## config.mk

```make
export PLATFORM = sky130hd
export DESIGN_NAME = websocket_frame_deframe_unmask
export DESIGN_NICKNAME = d
export VERILOG_FILES = /design/src/rtl/core/wsdu_pkg.sv /design/src/rtl/core/wsdu_parser.sv /design/src/rtl/core/wsdu_fifo.sv /design/src/rtl/core/wsdu_out.sv /design/src/rtl/core/websocket_frame_deframe_unmask.sv
export VERILOG_INCLUDE_DIRS = /design/src /design/src/rtl/core
export SDC_FILE = /design/constraint.sdc
export NUM_CORES = 1
export LEC_CHECK = 0
export BUFFER_PORTS_ARGS = -buffer_cell sky130_fd_sc_hd__buf_2
export CORE_ASPECT_RATIO = 1.2
export CORE_MARGIN = 1
export CORE_UTILIZATION = 40
export CTS_CLUSTER_SIZE = 30
export DETAILED_ROUTE_END_ITERATION = 12
export SYNTH_ARGS = -nofsm -noshare
export SYNTH_HDL_FRONTEND = slang
export SYNTH_SLANG_ARGS = --single-unit
export TNS_END_PERCENT = 30
```

## constraint.sdc

```tcl
create_clock -name aclk -period 12.1 [get_ports aclk]
set_input_delay 0.605 -clock aclk [delete_from_list [all_inputs] [get_ports aclk]]
set_output_delay 0.605 -clock aclk [all_outputs]
set_load 0.02 [all_outputs]
```

## src/rtl/core/websocket_frame_deframe_unmask_defines.svh

```systemverilog
// Assertion macros for the websocket deframer.
`ifndef WEBSOCKET_FRAME_DEFRAME_UNMASK_DEFINES_SVH
`define WEBSOCKET_FRAME_DEFRAME_UNMASK_DEFINES_SVH

// same-cycle implication
`define WSDU_ASSERT_IMPL(lbl, clk, rst_n, ante, cons) \
    lbl: assert property (@(posedge clk) disable iff (!rst_n) (ante) |-> (cons)) \
        else $error("websocket deframer: same-cycle check failed");

// next-cycle implication
`define WSDU_ASSERT_NEXT(lbl, clk, rst_n, ante, cons) \
    lbl: assert property (@(posedge clk) disable iff (!rst_n) (ante) |=> (cons)) \
        else $error("websocket deframer: next-cycle check failed");

`endif

```

## src/rtl/core/wsdu_pkg.sv

```systemverilog
// Shared types and constants for the websocket deframer.
package wsdu_pkg;

    localparam logic [3:0] OPC_CLOSE = 4'h8;
    localparam int unsigned QDEPTH = 4;
    localparam int unsigned QPTR_W = $clog2(QDEPTH);
    localparam int unsigned QCNT_W = $clog2(QDEPTH + 1);

    typedef enum logic [1:0] {
        KIND_PAYLOAD = 2'd0,
        KIND_CLOSE   = 2'd1,
        KIND_EMPTY   = 2'd2
    } wsdu_kind_t;

    typedef struct packed {
        logic [7:0] data_byte;
        logic       read_start;
    } wsdu_in_t;

    typedef struct packed {
        logic [7:0] out_byte;
        logic [1:0] kind;
        logic       last;
        logic [3:0] frame_opcode;
        logic       frame_fin;
    } wsdu_out_t;

    typedef struct packed {
        logic [7:0] raw_byte;
        logic [7:0] key_byte;
        logic [1:0] kind;
        logic       last;
        logic [3:0] frame_opcode;
        logic       frame_fin;
    } wsdu_cmd_t;

    typedef struct packed {
        logic full;
        logic empty;
    } wsdu_qstat_t;

endpackage

```

## src/rtl/core/wsdu_parser.sv

```systemverilog
// Front end: header parser, length and mask capture, emits per-beat commands.
module wsdu_parser (
    input  logic               aclk,
    input  logic               aresetn,
    input  logic               in_take,
    input  wsdu_pkg::wsdu_in_t in_data,
    output logic               cmd_push,
    output wsdu_pkg::wsdu_cmd_t cmd_data
);
    import wsdu_pkg::*;

    typedef enum logic [2:0] {
        PH_HDR0,
        PH_HDR1,
        PH_EXT,
        PH_MASK,
        PH_DATA,
        PH_CLOSED
    } phase_t;

    phase_t      phase_reg, phase_next, phase_cur;
    logic [63:0] rem_reg, rem_next;
    logic [3:0]  ext_reg, ext_next;
    logic [31:0] key_reg, key_next;
    logic [1:0]  kidx_reg, kidx_next;
    logic [3:0]  opc_reg, opc_next;
    logic        fin_reg, fin_next;
    logic [7:0]  b;

    assign b = in_data.data_byte;

    always_comb begin
        phase_next = phase_reg;
        rem_next   = rem_reg;
        ext_next   = ext_reg;
        key_next   = key_reg;
        kidx_next  = kidx_reg;
        opc_next   = opc_reg;
        fin_next   = fin_reg;
        cmd_push   = 1'b0;
        cmd_data   = '0;
        phase_cur  = in_data.read_start ? PH_HDR0 : phase_reg;
        if (in_take) begin
            unique case (phase_cur)
                PH_HDR0: begin
                    fin_next  = b[7];
                    opc_next  = b[3:0];
                    rem_next  = '0;
                    ext_next  = '0;
                    kidx_next = '0;
                    if (b[3:0] == OPC_CLOSE) begin
                        phase_next    = PH_CLOSED;
                        cmd_push      = 1'b1;
                        cmd_data.kind = KIND_CLOSE;
                        cmd_data.last = 1'b1;
                    end else begin
                        phase_next = PH_HDR1;
                    end
                end
                PH_HDR1: begin
                    kidx_next = '0;
                    if (b[6:0] == 7'd126) begin
                        rem_next   = '0;
                        ext_next   = 4'd2;
                        phase_next = PH_EXT;
                    end else if (b[6:0] == 7'd127) begin
                        rem_next   = '0;
                        ext_next   = 4'd8;
                        phase_next = PH_EXT;
                    end else begin
                        rem_next   = {57'd0, b[6:0]};
                        phase_next = PH_MASK;
                    end
                end
                PH_EXT: begin
                    rem_next = {rem_reg[55:0], b};
                    ext_next = ext_reg - 4'd1;
                    if (ext_reg == 4'd1) begin
                        phase_next = PH_MASK;
                    end
                end
                PH_MASK: begin
                    key_next  = {key_reg[23:0], b};
                    kidx_next = kidx_reg + 2'd1;
                    if (kidx_reg == 2'd3) begin
                        if (rem_reg == 64'd0) begin
                            phase_next    = PH_HDR0;
                            cmd_push      = 1'b1;
                            cmd_data.kind = KIND_EMPTY;
                            cmd_data.last = 1'b1;
                        end else begin
                            phase_next = PH_DATA;
                        end
                    end
                end
                PH_DATA: begin
                    rem_next          = rem_reg - 64'd1;
                    kidx_next         = kidx_reg + 2'd1;
                    cmd_push          = 1'b1;
                    cmd_data.kind     = KIND_PAYLOAD;
                    cmd_data.raw_byte = b;
                    cmd_data.key_byte = key_reg[{~kidx_reg, 3'b000} +: 8];
                    cmd_data.last     = (rem_reg == 64'd1);
                    if (rem_reg == 64'd1) begin
                        phase_next = PH_HDR0;
                    end
                end
                PH_CLOSED: begin
                    phase_next = PH_CLOSED;
                end
                default: begin
                    phase_next = PH_HDR0;
                end
            endcase
        end
        cmd_data.frame_opcode = opc_next;
        cmd_data.frame_fin    = fin_next;
    end

    always_ff @(posedge aclk) begin
        if (!aresetn) begin
            phase_reg <= PH_HDR0;
            rem_reg   <= '0;
            ext_reg   <= '0;
            key_reg   <= '0;
            kidx_reg  <= '0;
            opc_reg   <= '0;
            fin_reg   <= 1'b0;
        end else begin
            phase_reg <= phase_next;
            rem_reg   <= rem_next;
            ext_reg   <= ext_next;
            key_reg   <= key_next;
            kidx_reg  <= kidx_next;
            opc_reg   <= opc_next;
            fin_reg   <= fin_next;
        end
    end

endmodule

```

## src/rtl/core/wsdu_fifo.sv

```systemverilog
// Short command queue between parser and output stage.
module wsdu_fifo (
    input  logic                  aclk,
    input  logic                  aresetn,
    input  logic                  push,
    input  wsdu_pkg::wsdu_cmd_t   push_data,
    input  logic                  pop,
    output wsdu_pkg::wsdu_cmd_t   pop_data,
    output wsdu_pkg::wsdu_qstat_t stat
);
    import wsdu_pkg::*;

    wsdu_cmd_t           q_reg [QDEPTH];
    logic [QPTR_W-1:0]   wr_ptr_reg, rd_ptr_reg;
    logic [QCNT_W-1:0]   cnt_reg, cnt_next;

    assign pop_data   = q_reg[rd_ptr_reg];
    assign stat.full  = (cnt_reg == QCNT_W'(QDEPTH));
    assign stat.empty = (cnt_reg == '0);

    always_comb begin
        cnt_next = cnt_reg;
        if (push && !pop) begin
            cnt_next = cnt_reg + QCNT_W'(1);
        end else if (pop && !push) begin
            cnt_next = cnt_reg - QCNT_W'(1);
        end
    end

    always_ff @(posedge aclk) begin
        if (push) begin
            q_reg[wr_ptr_reg] <= push_data;
        end
    end

    // depth is a power of two, pointers wrap naturally
    always_ff @(posedge aclk) begin
        if (!aresetn) begin
            wr_ptr_reg <= '0;
            rd_ptr_reg <= '0;
            cnt_reg    <= '0;
        end else begin
            if (push) begin
                wr_ptr_reg <= wr_ptr_reg + QPTR_W'(1);
            end
            if (pop) begin
                rd_ptr_reg <= rd_ptr_reg + QPTR_W'(1);
            end
            cnt_reg <= cnt_next;
        end
    end

endmodule

```

## src/rtl/core/wsdu_out.sv

```systemverilog
// Back end: unmask and result register on the m_ channel.
module wsdu_out (
    input  logic                  aclk,
    input  logic                  aresetn,
    input  wsdu_pkg::wsdu_cmd_t   cmd_data,
    input  wsdu_pkg::wsdu_qstat_t q_stat,
    output logic                  cmd_pop,
    output logic                  m_valid,
    input  logic                  m_ready,
    output wsdu_pkg::wsdu_out_t   m_data
);
    import wsdu_pkg::*;

    logic      valid_reg;
    wsdu_out_t data_reg, data_next;

    assign cmd_pop = !q_stat.empty && (!valid_reg || m_ready);
    assign m_valid = valid_reg;
    assign m_data  = data_reg;

    always_comb begin
        data_next.out_byte     = cmd_data.raw_byte ^ cmd_data.key_byte;
        data_next.kind         = cmd_data.kind;
        data_next.last         = cmd_data.last;
        data_next.frame_opcode = cmd_data.frame_opcode;
        data_next.frame_fin    = cmd_data.frame_fin;
    end

    always_ff @(posedge aclk) begin
        if (cmd_pop) begin
            data_reg <= data_next;
        end
    end

    always_ff @(posedge aclk) begin
        if (!aresetn) begin
            valid_reg <= 1'b0;
        end else if (cmd_pop) begin
            valid_reg <= 1'b1;
        end else if (m_ready) begin
            valid_reg <= 1'b0;
        end
    end

endmodule

```

## src/rtl/core/websocket_frame_deframe_unmask.sv

```systemverilog
// Top level of the websocket client-frame deframer and unmasker.
//
// s_ channel: one raw stream byte per beat plus read_start, which forces the
// byte to be parsed as the first header byte of a new frame.
// m_ channel: one result per payload byte (unmasked, last flagged), one close
// result per close header, one empty-frame result per zero-length frame.
// Header, extended length and mask-key bytes produce no result.
// Throughput: one input beat per cycle while the queue is not full, limited by the byte-wide parser.
// Path: the parser writes each result into a four-entry queue, from which it
// moves to the output register that drives m_.
// When m_ready is low the queue absorbs up to four results; s_ready drops
// only while the queue is full, and the parser stalls with it.
// Reset (aresetn low, synchronous) returns the parser to expecting header
// byte 0, clears the length, key and frame fields, and empties the queue.
// After a close header, bytes are taken and dropped until read_start.
`include "websocket_frame_deframe_unmask_defines.svh"

module websocket_frame_deframe_unmask (
    input  logic                aclk,
    input  logic                aresetn,
    input  logic                s_valid,
    output logic                s_ready,
    input  wsdu_pkg::wsdu_in_t  s_data,
    output logic                m_valid,
    input  logic                m_ready,
    output wsdu_pkg::wsdu_out_t m_data
);
    import wsdu_pkg::*;

    logic        in_take;
    logic        q_push, q_pop;
    wsdu_cmd_t   q_in, q_out;
    wsdu_qstat_t q_stat;

    assign s_ready = !q_stat.full;
    assign in_take = s_valid && s_ready;

    wsdu_parser u_parser (
        .aclk     (aclk),
        .aresetn  (aresetn),
        .in_take  (in_take),
        .in_data  (s_data),
        .cmd_push (q_push),
        .cmd_data (q_in)
    );

    wsdu_fifo u_fifo (
        .aclk      (aclk),
        .aresetn   (aresetn),
        .push      (q_push),
        .push_data (q_in),
        .pop       (q_pop),
        .pop_data  (q_out),
        .stat      (q_stat)
    );

    wsdu_out u_out (
        .aclk     (aclk),
        .aresetn  (aresetn),
        .cmd_data (q_out),
        .q_stat   (q_stat),
        .cmd_pop  (q_pop),
        .m_valid  (m_valid),
        .m_ready  (m_ready),
        .m_data   (m_data)
    );

    `WSDU_ASSERT_IMPL(a_no_overflow, aclk, aresetn, q_push, !q_stat.full)
    `WSDU_ASSERT_IMPL(a_no_underflow, aclk, aresetn, q_pop, !q_stat.empty)
    `WSDU_ASSERT_NEXT(a_push_fills, aclk, aresetn, q_push, !q_stat.empty)
    `WSDU_ASSERT_IMPL(a_ctrl_result, aclk, aresetn, m_valid && (m_data.kind != KIND_PAYLOAD), m_data.last && (m_data.out_byte == 8'd0))

endmodule

```

**Word level (Yosys, flattened, before mapping)**

Memory sizes are Yosys's and may differ from the RTL's. A register that Yosys moved wholly into a read port is not among the register bits.
Cells that the tools add are included.

- Flip-flop bits (word level): 134
- Bits in writable memories: 96
- Input bits: 13
- Output and inout bits: 18
- Memories kept: 1

Memories:

| memory | words | bits a word | rd ports | clocked after memory_dff | write ports | line | source |
|---|---|---|---|---|---|---|---|
| u_fifo.q_reg | 4 | 24 | 1 | 1 | 1 | wsdu_fifo.sv:13 | `wsdu_cmd_t q_reg [QDEPTH];` |

- Add/subtract/negate cells: 7
- Eq/ne operators: 16
- Shifts and indexed selects: 1
- Mux-type cells: 39
- Bitwise operators: 2
- Reduce and logical (&&, ||, !) cells: 25

Operators by type and width:

| kind | number |
|---|---|
| one-hot mux 64 bit (4 select lines) | 1 |
| == test 64 x 1 -> 1 bit, second input constant | 1 |
| logical NOT 64 bit | 1 |
| two-way mux 64 bit | 1 |
| subtractor 64 x 1 -> 64 bit, second input constant | 1 |
| two-way mux 3 bit | 11 |
| variable part select 32 x 6 -> 8 bit | 1 |
| two-way mux 19 bit | 1 |
| one-hot mux 3 bit (6 select lines) | 1 |
| two-way mux 16 bit | 1 |
| two-way mux 4 bit | 4 |
| == test 7 bit, second input constant | 2 |
| one-hot mux 4 bit (3 select lines) | 1 |
| two-way mux 1 bit | 11 |
| == test 3 bit, second input constant | 3 |
| one-hot mux 3 bit (3 select lines) | 1 |
| XOR 8 bit | 1 |
| two-way mux 7 bit | 1 |
| adder 2 x 1 -> 2 bit, second input constant | 3 |
| == test 3 x 2 -> 1 bit, second input constant | 2 |
| logical NOT 3 bit | 2 |
| two-way mux 2 bit | 3 |
| != test 2 x 1 -> 1 bit, second input constant | 3 |
| AND reduction 2 bit | 3 |
| 20 further kinds | 30 |

**Logic depth before layout (Yosys ltp)**

- Word-level depth: 9
- Depth in mapped cells: 14
- Depth with buffers taken out: 13

**Cells and area by module**

A second synthesis with hierarchy kept.

- Cells, all modules: 993
- Area, all modules: 10715.3 sq um

Modules (own cells, without submodules):

| module | times used | cells an instance | area each (sq um) |
|---|---|---|---|
| wsdu_parser | 1 | 794 | 6162.2 |
| wsdu_fifo | 1 | 169 | 3948.8 |
| wsdu_out | 1 | 28 | 594.3 |
| websocket_frame_deframe_unmask | 1 | 2 | 10.0 |

**Worst setup path before layout**

No wires, ideal clock.

- Path kind: flip-flop to flip-flop
- From: reg u_parser.rem_reg[16]
- To: mem u_fifo.q_reg[0][0] (netlist name) (enable)
- Library setup time: 0.408 ns
- Arrival: 3.491 ns
- Slack: 8.201 ns
- Cell stages (with the launch flop): 7
- Buffers on the path: 1
- Cells stage by stage: dfxtp_1 -> clkbuf_1 -> or4_1 -> nor4_1 -> nand3_1 -> o31a_1 -> nor2b_1

- Word-level cells in the longest chain between the ends: 7

Ends and longest elaborated chain:

| what | line | source |
|---|---|---|
| start, declared | wsdu_parser.sv:22 | `logic [63:0] rem_reg, rem_next;` |
| start signal, assigned | wsdu_parser.sv:131 | `rem_reg <= rem_next;` |
| logical NOT 64 bit | wsdu_parser.sv:86 | `if (rem_reg == 64'd0) begin` |
| two-way mux 1 bit | wsdu_parser.sv:86 |  |
| two-way mux 1 bit | wsdu_parser.sv:85 | `if (kidx_reg == 2'd3) begin` |
| one-hot mux 1 bit (3 select lines) | wsdu_parser.sv:44 | `unique case (phase_cur)` |
| two-way mux 1 bit | wsdu_parser.sv:43 | `if (in_take) begin` |
| two-way mux 1 bit | wsdu_fifo.sv:31 | `if (push) begin` |
| two-way mux 1 bit (implied by the code) | wsdu_fifo.sv:32 | `q_reg[wr_ptr_reg] <= push_data;` |
| end, declared | wsdu_fifo.sv:13 |  |

No other way between the ends.

**Worst setup path after layout**

- From: reg u_parser.rem_reg[30]
- To: reg u_fifo.cnt_reg[2]

- Word-level cells in the longest chain between the ends: 8
- Elaborated cells on any way between the ends: 10

Ends and longest elaborated chain:

| what | line | source |
|---|---|---|
| logical NOT 64 bit (*) | wsdu_parser.sv:86 |  |
| two-way mux 1 bit (*) | wsdu_parser.sv:86 |  |
| two-way mux 1 bit (*) | wsdu_parser.sv:85 |  |
| one-hot mux 1 bit (3 select lines) (*) | wsdu_parser.sv:44 |  |
| two-way mux 1 bit (*) | wsdu_parser.sv:43 |  |
| via q_push | websocket_frame_deframe_unmask.sv:31 | `logic q_push, q_pop;` |
| logical NOT 1 bit | wsdu_fifo.sv:25 | `end else if (pop && !push) begin` |
| logical AND 1 bit | wsdu_fifo.sv:25 |  |
| nonzero test 2 bit (no line) | -- |  |
| end signal, assigned | wsdu_fifo.sv:49 | `cnt_reg <= cnt_next;` |
| end, declared | wsdu_fifo.sv:15 | `logic [QCNT_W-1:0] cnt_reg, cnt_next;` |

The timed path passes the listed nets; every way through them passes the cells marked *.
A chain may end at the register's enable or synchronous reset.

==> results.sh <==
export IMPL_status="finished clean"
export IMPL_cp_required_ns=12.53
export IMPL_combPwrFrac=0.163
export IMPL_ctsResizeCount=0
export IMPL_crit_chain="or4_1, or4_1, nor4b_1, nand3_1, o31a_1, inv_2, ha_1, inv_1, fa_1, xor2_1, or3_1, a21oi_1"
export IMPL_crit_path_top_delay_cell="or4_1"
export IMPL_setup_violations_final=0
export IMPL_place_congestion=0.890
export IMPL_wl_um=25700
export IMPL_via_count=8092
export IMPL_num_antenna_cells=0
export IMPL_switching_power_w=0.000530
export IMPL_hold_start="m_ready"
export IMPL_clockPowerShare=0.373
export IMPL_initial_core_util=0.407
export IMPL_async_flop_share=0
export IMPL_path_common_cell="or4_1"
export IMPL_max_stage_delay_ns=0.59
export IMPL_rows=65
export IMPL_tritoncts="yes"
export IMPL_nNetsFinal=1076
export IMPL_critPathBufInv=2
export IMPL_grt_pass1_vias=7873
export IMPL_cts_hold_buffers=0
export IMPL_grt_antenna_before_repair=0
export IMPL_drtPass1Iterations=5
export IMPL_routed_via_density=5.76
export IMPL_clk_latency_ns=0.52
export IMPL_endpoint_kind="flop"
export IMPL_boundaryPins=31
export IMPL_syn2layout_area_growth_pct=11.7
export IMPL_final_cells=1404
export IMPL_powerDensity_nw_per_um2=163
export IMPL_grt_total_usage=0.191
export IMPL_cp_top_family="simple AND/OR/NAND/NOR gates"
export IMPL_hold_class="input pin to flop"
export IMPL_mostFrequentLayoutCell="nand2_1"
export IMPL_r2r_end="u_fifo.cnt_reg[2]"
export IMPL_core_um2=26400
export IMPL_die_y_um=181
export IMPL_netlist_instances=1041
export IMPL_dp_cells=1360
export IMPL_hold_violations=0
export IMPL_power_frac_seq=0.464
export IMPL_postCtsSetupBuffers=0
export IMPL_clock_skew_ns=0.0166
export IMPL_synth_seq_area_share=0.537
export IMPL_port_buffer_count=30
export IMPL_clkTransAtPathRegs_ns=0.06
export IMPL_die_w_um=152
export IMPL_synth_seq_cells=232
export IMPL_maxCapViolations=0
export IMPL_grt_pass1_wl_um=41600
export IMPL_fmax_mhz=257
export IMPL_worst_ep_arrival_time_ns=4.32
export IMPL_crit_type="flop to flop"
export IMPL_grt_setup_unrepaired="false"
export IMPL_drt_iter0_drc=554
export IMPL_crit_fanout=8
export IMPL_ys_flop_type="dfxtp_1"
export IMPL_timing_rr_start="u_parser.rem_reg[30]"
export IMPL_intPower_w=0.00143
export IMPL_vdd_drop_max_v=0.0000765
export IMPL_tightest_slew_ns=1.15
export IMPL_drive_above_1_share=0.116
export IMPL_numCtsBuffers=25
export IMPL_die_area_um2=27500
export IMPL_max_slew_margin_rel=0.232
export IMPL_path_depth=12
export IMPL_maxSlewViolCount=0
export IMPL_cts_root_buffer="clkbuf_16"
export IMPL_largest_reg_flops=96
export IMPL_tns_ns=0
export IMPL_ant_nets=0
export IMPL_fin_crit_ns=3.88
export IMPL_setup_worst_path_start="u_parser.rem_reg[30]"
export IMPL_grt_max_degree=76
export IMPL_ys_types=66
export IMPL_synth_nets=1065
export IMPL_synth_edf_count=112
export IMPL_syn_area_um2=10700
export IMPL_post_route_period_util=0.321
export IMPL_cts_sinks=232
export IMPL_drc=0
export IMPL_final_cell_mix="nand2_1, dfxtp_1, edfxtp_1"
export IMPL_dpl_hpwl_um=16400
export IMPL_final_util=0.455
export IMPL_detail_route_wl_per_cell_um=18.3
export IMPL_grt_overflow_total=0
export IMPL_syn_area_per_cell_um2=10.3
export IMPL_clock_path_buffers=3
export IMPL_cts_max_level=1
export IMPL_cp_endpoint="u_fifo.cnt_reg[2]"
export IMPL_p_leak_nw=4.30
export IMPL_r2r_slack_ns=8.22
export IMPL_swShare=0.271
export IMPL_start_kind="flop"
export IMPL_ff2ff_path_depth=12
export IMPL_ys_warn_count=0
final cells by class:
cell class | count | area, µm²
fill | 2486 | 14400
sequential | 232 | 5770
multi-input combinational | 734 | 4700
clock buffer | 32 | 662
tap | 335 | 419
timing repair buffer | 46 | 270
clock inverter | 12 | 121
inverter | 13 | 48.8
worst min-delay path, delay by kind of cell:
| kind | cells | cell delay (ns) |
|---|---|---|
| AO/OA/AOI/OAI | 1 | 0.05 |
| buffers and inverters | 2 | 0.12 |
| AND/OR/NAND/NOR | 1 | 0.06 |
cells in the mapped netlist, types with 3 or more instances:
library cell / count / share of area
mux2_1: 4 / 0.0042
dfxtp_1: 120 / 0.22
a21o_1: 4 / 0.0028
or4_1: 11 / 0.0077
or2_2: 3 / 0.0017
o311ai_1: 4 / 0.0033
nand2_1: 133 / 0.047
nor2_1: 78 / 0.027
a22o_1: 5 / 0.0041
and4b_1: 3 / 0.0028
a31oi_1: 3 / 0.0017
a211oi_1: 3 / 0.0021
ha_1: 10 / 0.012
and2_1: 23 / 0.013
nor4_1: 15 / 0.0087
mux4_2: 24 / 0.050
nand3b_1: 3 / 0.0021
clkbuf_1: 52 / 0.018
nand3_1: 25 / 0.012
nor3_1: 46 / 0.021
xnor2_1: 13 / 0.011
a21oi_1: 79 / 0.037
nand2b_1: 5 / 0.0029
a32oi_1: 5 / 0.0041
and3_1: 6 / 0.0035
o211ai_1: 3 / 0.0021
o22ai_1: 20 / 0.012
or3_1: 7 / 0.0041
nor4b_1: 3 / 0.0024
inv_1: 12 / 0.0042
xor2_1: 50 / 0.041
nor2b_1: 10 / 0.0058
edfxtp_1: 112 / 0.31
buf_1: 7 / 0.0024
o21bai_1: 3 / 0.0021
mux2i_1: 3 / 0.0028
nand4_1: 6 / 0.0035
o21ai_1: 18 / 0.0084
o21ai_0: 40 / 0.019
a22oi_1: 34 / 0.024
through the flow:
step,hold slack (ns),setup WS [ns],total power [W],cell area (µm²)
2_1_floorplan,0.433,8.20,0.00115,10700
3_3_place_gp,0.438,8.29,0.00125,11200
3_5_place_dp,0.447,8.25,0.00125,11200
4_1_cts,0.360,8.24,0.00198,12000
5_1_grt,0.387,7.91,0.00205,12000
6_report,0.379,8.22,0.00196,12000
worst min path at each step:
stage / to / slack (ns) / cells past startpoint
floorplan: u_parser.key_reg[24] / 0.43 / 2
global placement: u_parser.key_reg[31] / 0.44 / 2
detailed placement: u_parser.key_reg[29] / 0.45 / 2
CTS: u_out.m_valid / 0.36 / 4
global route: u_parser.key_reg[4] / 0.39 / 3
finish: u_out.m_valid / 0.38 / 4
metal layers:
layer,wire (µm),vias to the layer above,track usage,share of wire
li1,-,3856,-,-
met1,11100,3954,0.246,0.43
met2,12800,234,0.334,0.50
met3,1140,48,0.0214,0.044
met4,614,0,0.0562,0.024
met5,0,-,0,0
cells by family after synthesis:
| group | Yosys count | share of synthesized area |
|---|---|---|
| flip-flops | 232 | 0.537 |
| XOR/XNOR | 63 | 0.0514 |
| adder cells (fa/ha/maj) | 11 | 0.0135 |
| buffers and inverters | 75 | 0.0272 |
| AND/OR/NAND/NOR | 390 | 0.176 |
| AO/OA/AOI/OAI | 238 | 0.136 |
| multiplexers | 32 | 0.0584 |
power by group through the flow:
stage	Combinational, W	Sequential (W)	Clock (W)
floorplan	0.000201	0.000952	0
global placement	0.000323	0.000924	0
detailed placement	0.000323	0.000925	0
CTS	0.000325	0.000909	0.000748
global route	0.000355	0.000916	0.000780
finish	0.000320	0.000908	0.000731
Note: power is estimated with default switching activity, not from simulation.
